==> config.mk <==
export PLATFORM = sky130hd
export DESIGN_NAME = vra_isqrt
export DESIGN_NICKNAME = d
export VERILOG_FILES = /design/src/vra_pkg.sv /design/src/vra_isqrt.sv
export SDC_FILE = /design/constraint.sdc
export NUM_CORES = 2
export LEC_CHECK = 0
export BUFFER_PORTS_ARGS = -buffer_cell sky130_fd_sc_hd__buf_2
export CORE_UTILIZATION = 59
export CTS_CLUSTER_DIAMETER = 200
export CTS_CLUSTER_SIZE = 24
export DETAILED_ROUTE_END_ITERATION = 7
export GPL_ROUTABILITY_DRIVEN = 0
export PLACE_DENSITY = 0.78
export REMOVE_ABC_BUFFERS = 1
export SYNTH_ARGS = -nofsm -noshare
export SYNTH_HDL_FRONTEND = slang
export SYNTH_SLANG_ARGS = --single-unit
==> constraint.sdc <==
create_clock -name i_clk -period 8.3 [get_ports i_clk]
set_clock_uncertainty 0.2 [all_clocks]
set_input_delay 1.66 -clock i_clk [delete_from_list [all_inputs] [get_ports i_clk]]
set_output_delay 1.66 -clock i_clk [all_outputs]
set_load 0.05 [all_outputs]
==> src/vra_pkg.sv <==
// ----------------------------------------------------------------------------
// vra_pkg
// Shared constants and fixed-point helpers for the axis-angle rotator.
// ----------------------------------------------------------------------------
package vra_pkg;

    localparam int COORD_WIDTH_DEF = 32;
    localparam int ROT_WIDTH       = 32;
    localparam int ANGLE_FRAC_BITS = 28;

    // pipeline depths of the sub-units
    localparam int L_ISQ      = 32;
    localparam int SER_STEPS  = 10;
    localparam int L_TRIG     = 3 * SER_STEPS + 6;
    localparam int DIV_QBITS  = 31;
    localparam int L_DIV      = DIV_QBITS + 2;
    localparam int RECIP_SHIFT = 34;

    localparam logic [63:0] PI_Q62   = 64'hC90FDAA22168C235;
    // 2*pi and pi in the half-angle format (ANGLE_FRAC_BITS+1 fraction bits)
    localparam logic [63:0] TWO_PI_A = ((PI_Q62 >> (59 - ANGLE_FRAC_BITS)) + 64'd1) >> 1;
    localparam logic [63:0] PI_A     = ((PI_Q62 >> (60 - ANGLE_FRAC_BITS)) + 64'd1) >> 1;
    localparam int X_SHIFT = 30 - ANGLE_FRAC_BITS - 1;

    localparam logic signed [33:0] Q_ONE       = 34'sd1 <<< 30;
    localparam logic signed [33:0] PI_Q30      = 34'sd3373259426;
    localparam logic signed [33:0] HALF_PI_Q30 = 34'sd1686629713;

    // Q30 product, rounded half up
    function automatic logic signed [33:0] mq(input logic signed [33:0] a,
                                              input logic signed [33:0] b);
        logic signed [67:0] ea;
        logic signed [67:0] eb;
        logic signed [67:0] p;
        ea = a;
        eb = b;
        p  = ea * eb + (68'sd1 <<< 29);
        return p[63:30];
    endfunction

    function automatic logic [33:0] mag34(input logic signed [33:0] v);
        return v[33] ? 34'(-v) : 34'(v);
    endfunction

    // quotient estimate by reciprocal, low by at most one
    function automatic logic [33:0] recip_q(input logic [33:0] m, input logic [33:0] r);
        logic [67:0] p;
        p = 68'(m) * 68'(r);
        return p[RECIP_SHIFT+33:RECIP_SHIFT];
    endfunction

    // corrected truncating quotient, then one series step: 1 - q
    function automatic logic signed [33:0] ser_next(input logic [33:0] mag,
                                                    input logic [33:0] q0,
                                                    input logic neg,
                                                    input logic [9:0] d);
        logic [43:0] rem;
        logic [33:0] q;
        logic signed [33:0] sq;
        rem = 44'(mag) - 44'(q0) * 44'(d);
        q   = (rem >= 44'(d)) ? q0 + 34'd1 : q0;
        sq  = neg ? -$signed(q) : $signed(q);
        return Q_ONE - sq;
    endfunction

endpackage

==> src/vra_isqrt.sv <==
// ----------------------------------------------------------------------------
// vra_isqrt
// Pipelined integer square root of a 64-bit word, one result bit per stage.
// ----------------------------------------------------------------------------
module vra_isqrt (
    input  logic        i_clk,
    input  logic        i_en,
    input  logic [63:0] i_rad,
    output logic [31:0] o_root
);

    localparam int L = vra_pkg::L_ISQ;

    logic [63:0] r_n   [L-1];
    logic [63:0] r_res [L];

    for (genvar g = 0; g < L; g++) begin : g_stage
        localparam logic [63:0] BIT = 64'd1 << (2 * (L - 1 - g));
        logic [63:0] n_in;
        logic [63:0] res_in;
        logic        take;

        if (g == 0) begin : g_first
            assign n_in   = i_rad;
            assign res_in = '0;
        end else begin : g_next
            assign n_in   = r_n[g-1];
            assign res_in = r_res[g-1];
        end

        assign take = n_in >= res_in + BIT;

        always_ff @(posedge i_clk) begin
            if (i_en) begin
                r_res[g] <= take ? (res_in >> 1) + BIT : res_in >> 1;
            end
        end

        if (g < L - 1) begin : g_keep
            always_ff @(posedge i_clk) begin
                if (i_en) begin
                    r_n[g] <= take ? n_in - (res_in + BIT) : n_in;
                end
            end
        end
    end

    assign o_root = r_res[L-1][31:0];

endmodule

# Word-level counts from Yosys, hierarchy flattened
# Memory sizes are Yosys's and may differ from the RTL's.
# Index checks and enable logic that the tools add are counted.
# word_totals
out_inout_bits	32
memories	2
wordCells	192
inputBits	66
ram_bits	4032
reg_bits	0
# classes
mux	65
n_lt_le_gt_ge	32
add_sub_neg	93
# memory_table
name	words	width	rd	rd_clocked_by_memory_dff	wr	line_no	rtl
r_res	32	64	32	0	32	vra_isqrt.sv:15	logic [63:0] r_res [L];
r_n	31	64	31	0	31	vra_isqrt.sv:14	logic [63:0] r_n [L-1];
# op_table
op	n
$mux 64	62
$ge 64x64->1	31
$sub 64x64->64	30
$add 63x1->64 const B	1
$add 63x11->64 const B	1
$add 63x13->64 const B	1
$add 63x15->64 const B	1
$add 63x17->64 const B	1
$add 63x19->64 const B	1
$add 63x21->64 const B	1
$add 63x23->64 const B	1
$add 63x25->64 const B	1
$add 63x27->64 const B	1
$add 63x29->64 const B	1
$add 63x3->64 const B	1
$add 63x31->64 const B	1
$add 63x33->64 const B	1
$add 63x35->64 const B	1
$add 63x37->64 const B	1
$add 63x39->64 const B	1
$add 63x41->64 const B	1
$add 63x43->64 const B	1
$add 63x45->64 const B	1
$add 63x47->64 const B	1
other kinds (45)	46

# Depth between registers and ports, before layout
# An unclocked memory read counts as a cell.
# logic_depth
ltp_word	4
depth_mapped	15
ltp_nobuf	13

# Worst setup path before layout
# Ideal clock, no wire load.
# synth_timing
path_kind	register to register
start	memory r_n[16][54]
end	memory r_n[17][44], data pin
path_slack_ns	4.308
required_time_ns	7.840
setup_ns	0.260
path_buffers	2
arrival_time_ns	3.532
path_stages_with_launch	11
period_less_slack_ns	3.992
path_cell_list	edfxtp_1 > or4_4 > or3_4 > or4_1 > or4_1 > nor4_1 > a21bo_1 > or3_1 > buf_6 > buf_6 > mux2_4
# synth_lines
item	line_no
start: declaration	vra_isqrt.sv:14

==> results.cfg <==
[timing]
rsz0062_at_grt = no
tns_ns = 0
hold_viol = 0
min_period_ns = 4.75
setup_violations = 0
slew_headroom_pct = 15.6
drv_slew = 0
worstMarginPinSlew_ns = 1.27
timing.fmax_ghz = 0.211
fin_crit_sh_pct = 57.2
fin_hold_ws_ns = 0.237

[setup_path]
crit_type = flip-flop to flip-flop
required_ns = 8.67
startpoint_type = flip-flop
max_stage_delay_ns = 0.86
crit_fanout = 44
cpLargestDelayFamily = compound AO/OA/AOI/OAI gates
crit_arrival_ns = 5.12
r2r_setup_slack_ns = 3.55
slowest_stage = o41ai_1
critPathBufInv = 1
cp_cell_sequence = ha_1 -> nor2b_1 -> o31a_1 -> o41ai_1 -> o31ai_1 -> a211oi_1 -> and3_2 -> buf_4 -> mux2_2
cp-end-kind = flip-flop

[clock_network]
ctsLongestPathBuffers = 3
post_cts_resized = 0
cts_hold_buffers = 0
htree_num_levels = 3
cts_tree = done
path_clk_slew_ns = 0.10
cts_setup_buffers = 0
cts_made_buffers = 114
root_buffer = clkbuf_16
clk_latency_ns = 0.84
cts.sinks = 2512

[routing]
remaining_drc_errors = 1
first_iter_violations = 8957
routed_wl_um = 284000
routed_via_density = 6.29
first_pass_iters = 8
wl_per_cell_um = 23.3
vias = 76700
route.antenna.remaining_nets = 0

[power_and_ir_drop]
p_int_uw = 21800
p_seq_share_pct = 55.6
p_per_area_nw_per_um2 = 249
netSwitchingFraction_pct = 30.8
switching_power_uw = 9680
clock_power_share_pct = 19.9
ir_drop_uv = 241
p_leak_uw = 0.0471
combinationalPowerShare_pct = 24.5

[logic_synthesis]
ys.flop_type = edfxtp_1
ys_warn_count = 0
synth_seq_area_share_pct = 63.1
synth_top_area_share_pct = 63.1
synthTopCellsByArea = edfxtp_1 (63%), ha_1 (5.8%), xnor2_1 (3.5%)
ys_ff_latch = 2512
synthArstFlopShare_pct = 0
ys_types = 81
yosysTopAreaCell = edfxtp_1
avgSynthCellArea_um2 = 12.7
synth_edf_count = 2512
syn_inst = 9430
synth_area_um2 = 120000

[floorplan]
die_width_um = 452
start_util_pct = 59.6
core_um2 = 200000
dieHeight_um = 452
ioPinCount = 98
dieArea_um2 = 204000
std_cell_rows = 164

[layout]
drive_gt1_share_pct = 4.71
post-route-util_pct = 63.0
final_cell_count_no_fill = 12200
fillCellCount = 14400
syn_to_final_growth_pct = 5.72
nets = 10100

[global_route]
grt_overflow = 0
first_global_vias = 74400
grt_max_degree = 199
grt_util_all_layers_pct = 27.3
grt_pass1_wl_um = 429000
antenna_found_initial = 9

[place]
hpwlAfterDp_um = 215000
port_buffers = 97
dp.cells = 12100

[flow_run]
maxCapViolCount = 0

[status]
violations = DRC
outcome = complete, but fails checks

[worst_hold_path]
hold_class = flip-flop to flip-flop
[worst paths after layout]
check,start,depth (start not counted),endpoint
setup / recovery,r_n[27][8],9,r_n[28][13]
hold / removal,r_res[1][601],0,r_res[1][664]
setup reg to reg,r_n[27][8],9,r_n[28][13]
hold reg to reg,r_res[1][601],0,r_res[1][664]
[synthesized netlist by cell type (all sizes together), types with 19 or more instances]
cell	number
a211oi	46
a21o	237
a21oi	653
a31oi	52
and2	26
and3	53
buf	19
clkbuf	152
edfxtp	2512
ha	558
inv	687
mux2	95
nand2	545
nand2b	111
nand3	162
nand3b	27
nand4	147
nand4b	20
nor2	661
nor2b	83
nor3	258
nor3b	24
nor4	343
nor4b	39
o211ai	34
o21a	103
o21ai	370
o21bai	57
o31ai	34
or2	47
or3	101
or4	64
xnor2	477
xor2	404
[power groups by stage]
stage | logic, uW | registers [uW] | clock network (uW)
after detailed placement | 7500 | 17700 | 0
after global routing | 8450 | 17600 | 6710
after global placement | 7250 | 17700 | 0
final | 7720 | 17500 | 6250
after CTS | 7580 | 17400 | 6320
after floorplan | 5580 | 17100 | 0
[layout by cell type, fill, tap and decap left out, types with 45 or more instances in the layout]
cell type and count:
o21ai_0 364, nand3_1 162, a21oi_1 653, a211oi_1 45, nor2_1 660, edfxtp_1 2512, and3_1 52, xnor2_1 477
o21bai_1 57, or4_1 63, buf_2 96, ha_1 558, a21o_1 237, o21a_1 103, inv_1 686, clkbuf_16 115
nor3_1 258, nand4_1 147, nand2_1 545, nor2b_1 83, a31oi_1 52, nand2b_1 111, nor4_1 342, or2_2 47
xor2_1 404, mux2_2 94, or3_1 100
[cell families (layout without fill, tap and decap cells)]
group                    count (synthesis)  count (layout)  share of synthesized area, %
buffers and inverters                  858             958                          2.72
multiplexers                           103             103                         0.965
adder cells (fa/ha/maj)                558             558                          5.84
XOR/XNOR                               881             881                          6.46
other                                    0               6                             0
flip-flops                            2512            2512                          63.1
AND/OR/NAND/NOR                       2750            2750                          11.8
AO/OA/AOI/OAI                         1768            1768                          9.11
[sequential cells by signal (all words and copies together) (netlist names)]
signal and flops:
r_res 528, r_n 1984
[worst register-to-register path, cell delays in order (launching register included)]
cell,delay (ns)
edfxtp_1,0.42
ha_1,0.37
nor2b_1,0.17
o31a_1,0.28
o41ai_1,0.86
o31ai_1,0.28
a211oi_1,0.61
and3_2,0.48
buf_4,0.44
mux2_2,0.41
[final cells by class]
class / count / area, um2 / area share, %
Sequential cell: 2512 / 75400 / 59.7
Multi-Input combinational cell: 6060 / 40900 / 32.3
Tap cell: 2656 / 3320 / 2.63
Clock buffer: 115 / 2880 / 2.28
Inverter: 687 / 2580 / 2.04
Timing Repair Buffer: 149 / 1050 / 0.834
Clock inverter: 7 / 189 / 0.150
Antenna cell: 6 / 15.0 / 0.0119
[layer usage]
layer / vias to the layer above / part of all wire (%) / GRT usage, %
li1: 35300 / - / -
met1: 37200 / 37 / 32.5
met2: 3459 / 50 / 47.8
met3: 772 / 7.1 / 4.09
met4: 4 / 6.4 / 15.0
met5: - / 0.0088 / 0
[stage by stage]
| stage | total power, uW | worst slack, ns | instance area [um2] |
|---|---|---|---|
| finish | 31400 | 3.55 | 126000 |
| global placement | 24900 | 3.67 | 123000 |
| detailed placement | 25200 | 3.65 | 123000 |
| floorplan | 22700 | 2.64 | 119000 |
| global route | 32800 | 3.33 | 126000 |
| CTS | 31300 | 3.61 | 126000 |
Power figures use the tool's default switching activity.
