**src/vra_pkg.sv**
```systemverilog
// ----------------------------------------------------------------------------
// vra_pkg
// Shared constants and fixed-point helpers for the axis-angle rotator.
// ----------------------------------------------------------------------------
package vra_pkg;

    localparam int COORD_WIDTH_DEF = 32;
    localparam int ROT_WIDTH       = 32;
    localparam int ANGLE_FRAC_BITS = 28;

    // pipeline depths of the sub-units
    localparam int L_ISQ      = 32;
    localparam int SER_STEPS  = 10;
    localparam int L_TRIG     = 3 * SER_STEPS + 6;
    localparam int DIV_QBITS  = 31;
    localparam int L_DIV      = DIV_QBITS + 2;
    localparam int RECIP_SHIFT = 34;

    localparam logic [63:0] PI_Q62   = 64'hC90FDAA22168C235;
    // 2*pi and pi in the half-angle format (ANGLE_FRAC_BITS+1 fraction bits)
    localparam logic [63:0] TWO_PI_A = ((PI_Q62 >> (59 - ANGLE_FRAC_BITS)) + 64'd1) >> 1;
    localparam logic [63:0] PI_A     = ((PI_Q62 >> (60 - ANGLE_FRAC_BITS)) + 64'd1) >> 1;
    localparam int X_SHIFT = 30 - ANGLE_FRAC_BITS - 1;

    localparam logic signed [33:0] Q_ONE       = 34'sd1 <<< 30;
    localparam logic signed [33:0] PI_Q30      = 34'sd3373259426;
    localparam logic signed [33:0] HALF_PI_Q30 = 34'sd1686629713;

    // Q30 product, rounded half up
    function automatic logic signed [33:0] mq(input logic signed [33:0] a,
                                              input logic signed [33:0] b);
        logic signed [67:0] ea;
        logic signed [67:0] eb;
        logic signed [67:0] p;
        ea = a;
        eb = b;
        p  = ea * eb + (68'sd1 <<< 29);
        return p[63:30];
    endfunction

    function automatic logic [33:0] mag34(input logic signed [33:0] v);
        return v[33] ? 34'(-v) : 34'(v);
    endfunction

    // quotient estimate by reciprocal, low by at most one
    function automatic logic [33:0] recip_q(input logic [33:0] m, input logic [33:0] r);
        logic [67:0] p;
        p = 68'(m) * 68'(r);
        return p[RECIP_SHIFT+33:RECIP_SHIFT];
    endfunction

    // corrected truncating quotient, then one series step: 1 - q
    function automatic logic signed [33:0] ser_next(input logic [33:0] mag,
                                                    input logic [33:0] q0,
                                                    input logic neg,
                                                    input logic [9:0] d);
        logic [43:0] rem;
        logic [33:0] q;
        logic signed [33:0] sq;
        rem = 44'(mag) - 44'(q0) * 44'(d);
        q   = (rem >= 44'(d)) ? q0 + 34'd1 : q0;
        sq  = neg ? -$signed(q) : $signed(q);
        return Q_ONE - sq;
    endfunction

endpackage

```
**src/vra_div.sv**
```systemverilog
// ----------------------------------------------------------------------------
// vra_div
// Pipelined signed divide by the rotation length, truncating toward zero.
// ----------------------------------------------------------------------------
module vra_div (
    input  logic               i_clk,
    input  logic               i_en,
    input  logic signed [62:0] i_num,
    input  logic [31:0]        i_den,
    output logic signed [31:0] o_quo
);

    localparam int QB = vra_pkg::DIV_QBITS;

    logic [31:0]    r_rem0;
    logic [QB-1:0]  r_low0;
    logic [31:0]    r_den0;
    logic           r_neg0;
    logic           r_zr0;

    logic [31:0]    r_rem [QB-1];
    logic [QB-1:0]  r_low [QB-1];
    logic [31:0]    r_dv  [QB-1];
    logic [QB-1:0]  r_quo [QB];
    logic           r_ng  [QB];
    logic           r_zr  [QB];

    logic [62:0]    n_mag;

    assign n_mag = i_num[62] ? 63'(-i_num) : 63'(i_num);

    always_ff @(posedge i_clk) begin
        if (i_en) begin
            r_rem0 <= 32'(n_mag[61:QB]);
            r_low0 <= n_mag[QB-1:0];
            r_den0 <= i_den;
            r_neg0 <= i_num[62];
            r_zr0  <= i_den == '0;
        end
    end

    for (genvar g = 0; g < QB; g++) begin : g_step
        logic [31:0]   rem_in;
        logic [QB-1:0] low_in;
        logic [QB-1:0] quo_in;
        logic [31:0]   den_in;
        logic          neg_in;
        logic          zr_in;
        logic [32:0]   rt;
        logic          ge;

        if (g == 0) begin : g_first
            assign rem_in = r_rem0;
            assign low_in = r_low0;
            assign quo_in = '0;
            assign den_in = r_den0;
            assign neg_in = r_neg0;
            assign zr_in  = r_zr0;
        end else begin : g_next
            assign rem_in = r_rem[g-1];
            assign low_in = r_low[g-1];
            assign quo_in = r_quo[g-1];
            assign den_in = r_dv[g-1];
            assign neg_in = r_ng[g-1];
            assign zr_in  = r_zr[g-1];
        end

        assign rt = {rem_in, low_in[QB-1]};
        assign ge = rt >= {1'b0, den_in};

        always_ff @(posedge i_clk) begin
            if (i_en) begin
                r_quo[g] <= {quo_in[QB-2:0], ge};
                r_ng[g]  <= neg_in;
                r_zr[g]  <= zr_in;
            end
        end

        if (g < QB - 1) begin : g_keep
            always_ff @(posedge i_clk) begin
                if (i_en) begin
                    r_rem[g] <= ge ? 32'(rt - {1'b0, den_in}) : rt[31:0];
                    r_low[g] <= {low_in[QB-2:0], 1'b0};
                    r_dv[g]  <= den_in;
                end
            end
        end
    end

    always_ff @(posedge i_clk) begin
        if (i_en) begin
            if (r_zr[QB-1]) begin
                o_quo <= '0;
            end else if (r_ng[QB-1]) begin
                o_quo <= -$signed({1'b0, r_quo[QB-1]});
            end else begin
                o_quo <= $signed({1'b0, r_quo[QB-1]});
            end
        end
    end

endmodule

```
**config.mk**
```make
export PLATFORM = sky130hd
export DESIGN_NAME = vra_div
export DESIGN_NICKNAME = d
export VERILOG_FILES = /design/src/vra_pkg.sv /design/src/vra_div.sv
export SDC_FILE = /design/constraint.sdc
export NUM_CORES = 2
export LEC_CHECK = 0
export BUFFER_PORTS_ARGS = -buffer_cell sky130_fd_sc_hd__buf_2
export CAP_MARGIN = 20
export CORE_AREA = 2 2 531 664
export CTS_BUF_LIST = sky130_fd_sc_hd__clkbuf_2
export CTS_CLUSTER_SIZE = 12
export DETAILED_ROUTE_END_ITERATION = 16
export DIE_AREA = 0 0 533 666
export HOLD_SLACK_MARGIN = 0.06
export PLACE_DENSITY_LB_ADDON = 0.25
export SYNTH_ARGS = -nofsm -noshare
export SYNTH_HDL_FRONTEND = slang
export SYNTH_SLANG_ARGS = --single-unit
export TNS_END_PERCENT = 100
```
**constraint.sdc**
```tcl
create_clock -name i_clk -period 4.6 [get_ports i_clk]
set_input_delay 0.23 -clock i_clk [delete_from_list [all_inputs] [get_ports i_clk]]
set_output_delay 0.23 -clock i_clk [all_outputs]
set_load 0.05 [all_outputs]
```
; After elaboration in Yosys (flattened, before gate mapping)
; Memories as Yosys holds them, arrays and structs flattened.
; Index checks and enable logic that the tools add are counted.
; W data, S select, Z words.
[classes]
add_sub_neg = 32
order_cmp = 31
mux = 34
n_bitwise = 1
reduce_logical = 2
[op_table]
columns = cell, n
row1 = $ge A33 B32 Y1, 30
row2 = $mux W32, 30
row3 = $sub A32 B32 Y32, 30
row4 = $mux W62, 1
row5 = $neg A62 Y62, 1
row6 = $ge A32 B32 Y1, 1
row7 = $logic_not A32 Y1, 1
row8 = $neg A31 Y32, 1
row9 = $mux W31, 1
row10 = $mux W1, 2
row11 = $reduce_or A2 Y1, 1
row12 = $not A1 Y1, 1
[word_totals]
register_bits = 128
ramBits = 3843
inputBits = 97
out_inout_bits = 32
wordCells = 113
n_memories = 6
[memory_table]
columns = name, depth, word_bits, rd, rd_ports_with_merged_regs, write_ports, line
row1 = r_quo, 31, 31, 31, 0, 31, vra_div.sv:24  ; logic [QB-1:0] r_quo [QB];
row2 = r_dv, 30, 32, 30, 0, 30, vra_div.sv:23  ; logic [31:0] r_dv [QB-1];
row3 = r_rem, 30, 32, 30, 0, 30, vra_div.sv:21  ; logic [31:0] r_rem [QB-1];
row4 = r_low, 30, 30, 30, 0, 30, vra_div.sv:22  ; logic [QB-1:0] r_low [QB-1];
row5 = r_ng, 31, 1, 31, 0, 31, vra_div.sv:25  ; logic r_ng [QB];
row6 = r_zr, 31, 1, 31, 0, 31, vra_div.sv:26  ; logic r_zr [QB];

; Longest topological paths before layout
; An unclocked memory read counts as a cell.
[logic_depth]
ltp_word = 3
mapped_depth = 16
mapped_depth_nobuf = 14

; Worst setup path after synthesis
; Ideal clock, no wire load.
[synth_timing]
path_type = flip-flop to flip-flop
startpoint = mem r_rem[11][13], in the netlist r_rem[0][365]
endpoint = mem r_rem[12][10], in the netlist r_rem[0][394], data pin
setup_ns = 0.260
arrival_ns = 3.596
t_required_ns = 4.340
setup_slack_ns = 0.744
stages_incl_launch_ff = 13
n_path_buf = 1
synth_period_minus_slack_ns = 3.856
cell_sequence = edfxtp_1 -> ha_1 -> a21o_1 -> a21oi_1 -> nor2b_1 -> or4_1 -> a41oi_1 -> a21bo_2 -> a221o_1 -> a211o_1 -> a21oi_1 -> clkbuf_1 -> mux2_2
[synth_rtl]
columns = element, line
row1 = from (decl), vra_div.sv:21

; Worst setup path in the final report
[layout_timing]
startpoint = in i_num[10]
endpoint = reg r_rem0[24], in the netlist g_step[0].rem_in[24], data pin
[layout_via]
elab_chain_len = 2
[layout_lines]
columns = element, line
row1 = from (decl), vra_div.sv:8  ; input logic signed [62:0] i_num,
row2 = $neg A62 Y62, vra_div.sv:30  ; assign n_mag = i_num[62] ? 63'(-i_num) : 63'(i_num);
row3 = $mux W62, vra_div.sv:30
row4 = named net n_mag[55], vra_div.sv:28  ; logic [62:0] n_mag;
row5 = to (signal assigned), vra_div.sv:34  ; r_rem0 <= 32'(n_mag[61:QB]);
row6 = to (decl), vra_div.sv:15  ; logic [31:0] r_rem0;
; The timed path passes the listed nets, and every way through them passes these cells.
; A chain may end at the register's enable or synchronous reset.

==> flow_summary.json <==
{
  "cts_buffers": 755,
  "hp-class": "flip-flop to flip-flop",
  "async_reset_ff_frac": 0,
  "path_buf_inv": 6,
  "cts.path.max_buffers": 4,
  "fin_ws_ps": -79.40,
  "routed_wl_mm": 376.3,
  "yosys-top-cells-area": "edfxtp_1 (59%), ha_1 (8.0%), xnor2_1 (3.1%), o21ai_0 (3.1%), inv_1 (3.0%)",
  "grt_pass1_wl_mm": 575.6,
  "cap_violations": 0,
  "clk_latency_ps": 2280,
  "tns_ps": -237.6,
  "peakVddDrop_uv": 392.8,
  "ios": 129,
  "rsz0062_at_grt": "yes",
  "clk_pin_slew_ps": 100,
  "synth_common_cells": "edfxtp_1 (3071), inv_1 (1269), nand2_1 (995), ha_1 (994), o21ai_0 (960)",
  "syn_nets": 14035,
  "maxSlewHeadroom": 0.2948,
  "hold_violations": 0,
  "rows": 243,
  "endpoint_kind": "flip-flop",
  "final_area_sq_um": 175800,
  "drv_slew": 0,
  "dr_total_vias": 103386,
  "globalplace.congestion": 0.9588,
  "path_common_cell": "dlygate4sd3_1",
  "path_cells": "dlygate4sd3_1, dlygate4sd3_1, buf_2, dlygate4sd3_1, or4_4, nor4_4, nand2b_2, nor4b_4, nand3_2, or2_1, or4_4, or2_4, or3b_4, o31ai_2, xnor2_1, dlygate4sd3_1, dlygate4sd3_1",
  "port_buffers": 128,
  "power_w": 0.1154,
  "drc": 0,
  "synth_edf_count": 3071,
  "synth_ff_type": "edfxtp_1",
  "crit_path_start_kind": "primary input",
  "crit_slowest_cell": "dlygate4sd3_1",
  "drive_gt1_frac": 0.1356,
  "dieArea_sq_um": 355000,
  "finalCriticalPeriod_ps": 4679,
  "synth_top_area_cell": "edfxtp_1",
  "cpPeakStageDelay_ps": 670,
  "cts_setup_buffers": 0,
  "design.core.area_sq_um": 349300,
  "firstDrtPassIters": 8,
  "crit_fanout": 5,
  "syn_area_per_cell_sq_um": 12.10,
  "synth_cell_types": 88,
  "p_leak_nw": 71.80,
  "grt-ovfl-total": 0,
  "setup_viol": 5,
  "synth_most_common_cell": "edfxtp_1",
  "fmax_ghz": 0.2137,
  "finalClockSkew_ps": 306.5,
  "cp_top_family": "buffers and inverters",
  "netlist_area_sq_um": 156200,
  "grt_pass1_vias": 108063,
  "synth_top_area_frac": 0.5903,
  "nNetsFinal": 15325,
  "dieHeight_microns": 666,
  "die_x_microns": 533,
  "syn_to_final_growth_pct": 12.52,
  "cts_root_buffer": "clkbuf_2",
  "antenna_left": 0,
  "cts_max_level": 6,
  "grt_max_degree": 173,
  "floorplan.initialDensity": 0.4472,
  "path_class": "primary input to flip-flop",
  "power.density_nw_per_um2": 656.5,
  "dp_slack_ps": 388.2,
  "arrival_ps": 6620,
  "gr-usage-all-layers": 0.2084,
  "wl_per_cell_microns": 19.37,
  "ys_ff_latch": 3071,
  "placed_cell_area_sq_um": 164500,
  "drtIter0Drc": 5224,
  "worst_pin_slew_ps": 1055,
  "netlist_instances": 12914,
  "dp_hpwl_mm": 279.1,
  "antenna_found_initial": 22,
  "cts.sinks": 3071,
  "ys_seq_area_frac": 0.5903,
  "status": "finished, violations left",
  "finalCritPeriodShare": 1.017,
  "required_ps": 6540,
  "viasPerCell": 5.321,
  "violations": "setup timing",
  "ys_warn_count": 0,
  "cts_tree": "built"
}
## path summary, 6_finish.rpt
path	to	slack, ps	startpoint	depth (start not counted)
setup / recovery	g_step[0].rem_in[24]$_DFFE_PP_	-80	i_num[10]	17
hold / removal	r_dv[0][464]$_DFFE_PP_	310	r_dv[0][432]$_DFFE_PP_	0
setup reg to reg	r_rem[1][95]$_DFFE_PP_	220	r_rem[1][33]$_DFFE_PP_	12
hold reg to reg	r_dv[0][464]$_DFFE_PP_	310	r_dv[0][432]$_DFFE_PP_	0
## where the power goes
group          total (W)  internal, W  switching, W
registers         0.0438       0.0401       0.00375
clock network     0.0182      0.00725        0.0110
logic             0.0534       0.0234        0.0300
## cell type report
| class | instances | area, sq um |
|---|---|---|
| fill | 30891 | 173600 |
| clock buffer | 1065 | 5330 |
| sequential | 3071 | 92220 |
| timing repair buffer | 831 | 7677 |
| multi-input combinational | 8276 | 58380 |
| antenna | 36 | 90.09 |
| inverter | 1269 | 4763 |
| tap | 4655 | 5824 |
| clock inverter | 225 | 1496 |
## through the flow
step | util | hold slack [ps] | std cells
3_3_place_gp | 0.4708 | 400.2 | 17667
4_1_cts | 0.5029 | 60.67 | 19392
2_1_floorplan | - | 328.9 | 12914
3_5_place_dp | 0.4708 | 404.5 | 17667
6_report | 0.5032 | 311.1 | 19428
5_1_grt | 0.5032 | 262.6 | 19427
## cell families after synthesis
group,Yosys count,synth area share
compound gates,3304,0.1307
xor+xnor,903,0.05062
fa+ha+maj,1024,0.08345
buf+inv,1567,0.03773
flops,3071,0.5903
mux,369,0.02632
simple gates,2676,0.08083
## registers in the layout, indices dropped and copies added, names as in the netlist
signal,cells
r_rem,960
o_quo,32
r_quo,496
r_ng,31
g_step.den_in,32
g_step.neg_in,1
g_step.rem_in,31
g_step.low_in,31
r_dv,960
r_low,465
r_zr,31
g_step.zr_in,1
## timing repair
item	in CTS	in global routing
resized for setup	0	2
setup endpoints to repair	0	2
hold endpoints to repair	3167	0
hold buffers	435	0
## worst register-to-register path: stages (launching register included)
cell and delay (ps):
edfxtp_1 420, ha_1 400, o21ai_0 110, a21oi_1 210
o31ai_1 160, a21oi_1 510, a311o_1 400, a41oi_1 240
o21ai_0 540, nand2_1 180, a311oi_1 390, xor2_1 100
mux2_2 280
## layout by cell type, fill, tap and decap left out, types with 195 or more instances in the layout
master and instances:
xnor2_1 553, nor2_1 591, xor2_1 350, inv_1 1269
mux2_2 334, clkbuf_2 1065, buf_4 217, a21oi_1 936
o21ai_0 958, ha_1 994, dlygate4sd3_1 434, nand2_1 995
a21o_1 499, nand3_1 195, edfxtp_1 3071
## layer usage
layer / wire [microns] / global-route usage / part of all wire
met5: 55 / 0 / 0.00015
met4: 32160 / 0.1647 / 0.085
met3: 13170 / 0.03154 / 0.035
met2: 216300 / 0.4284 / 0.57
met1: 114600 / 0.1693 / 0.30
No activity file was read; power rests on OpenSTA's default activity.
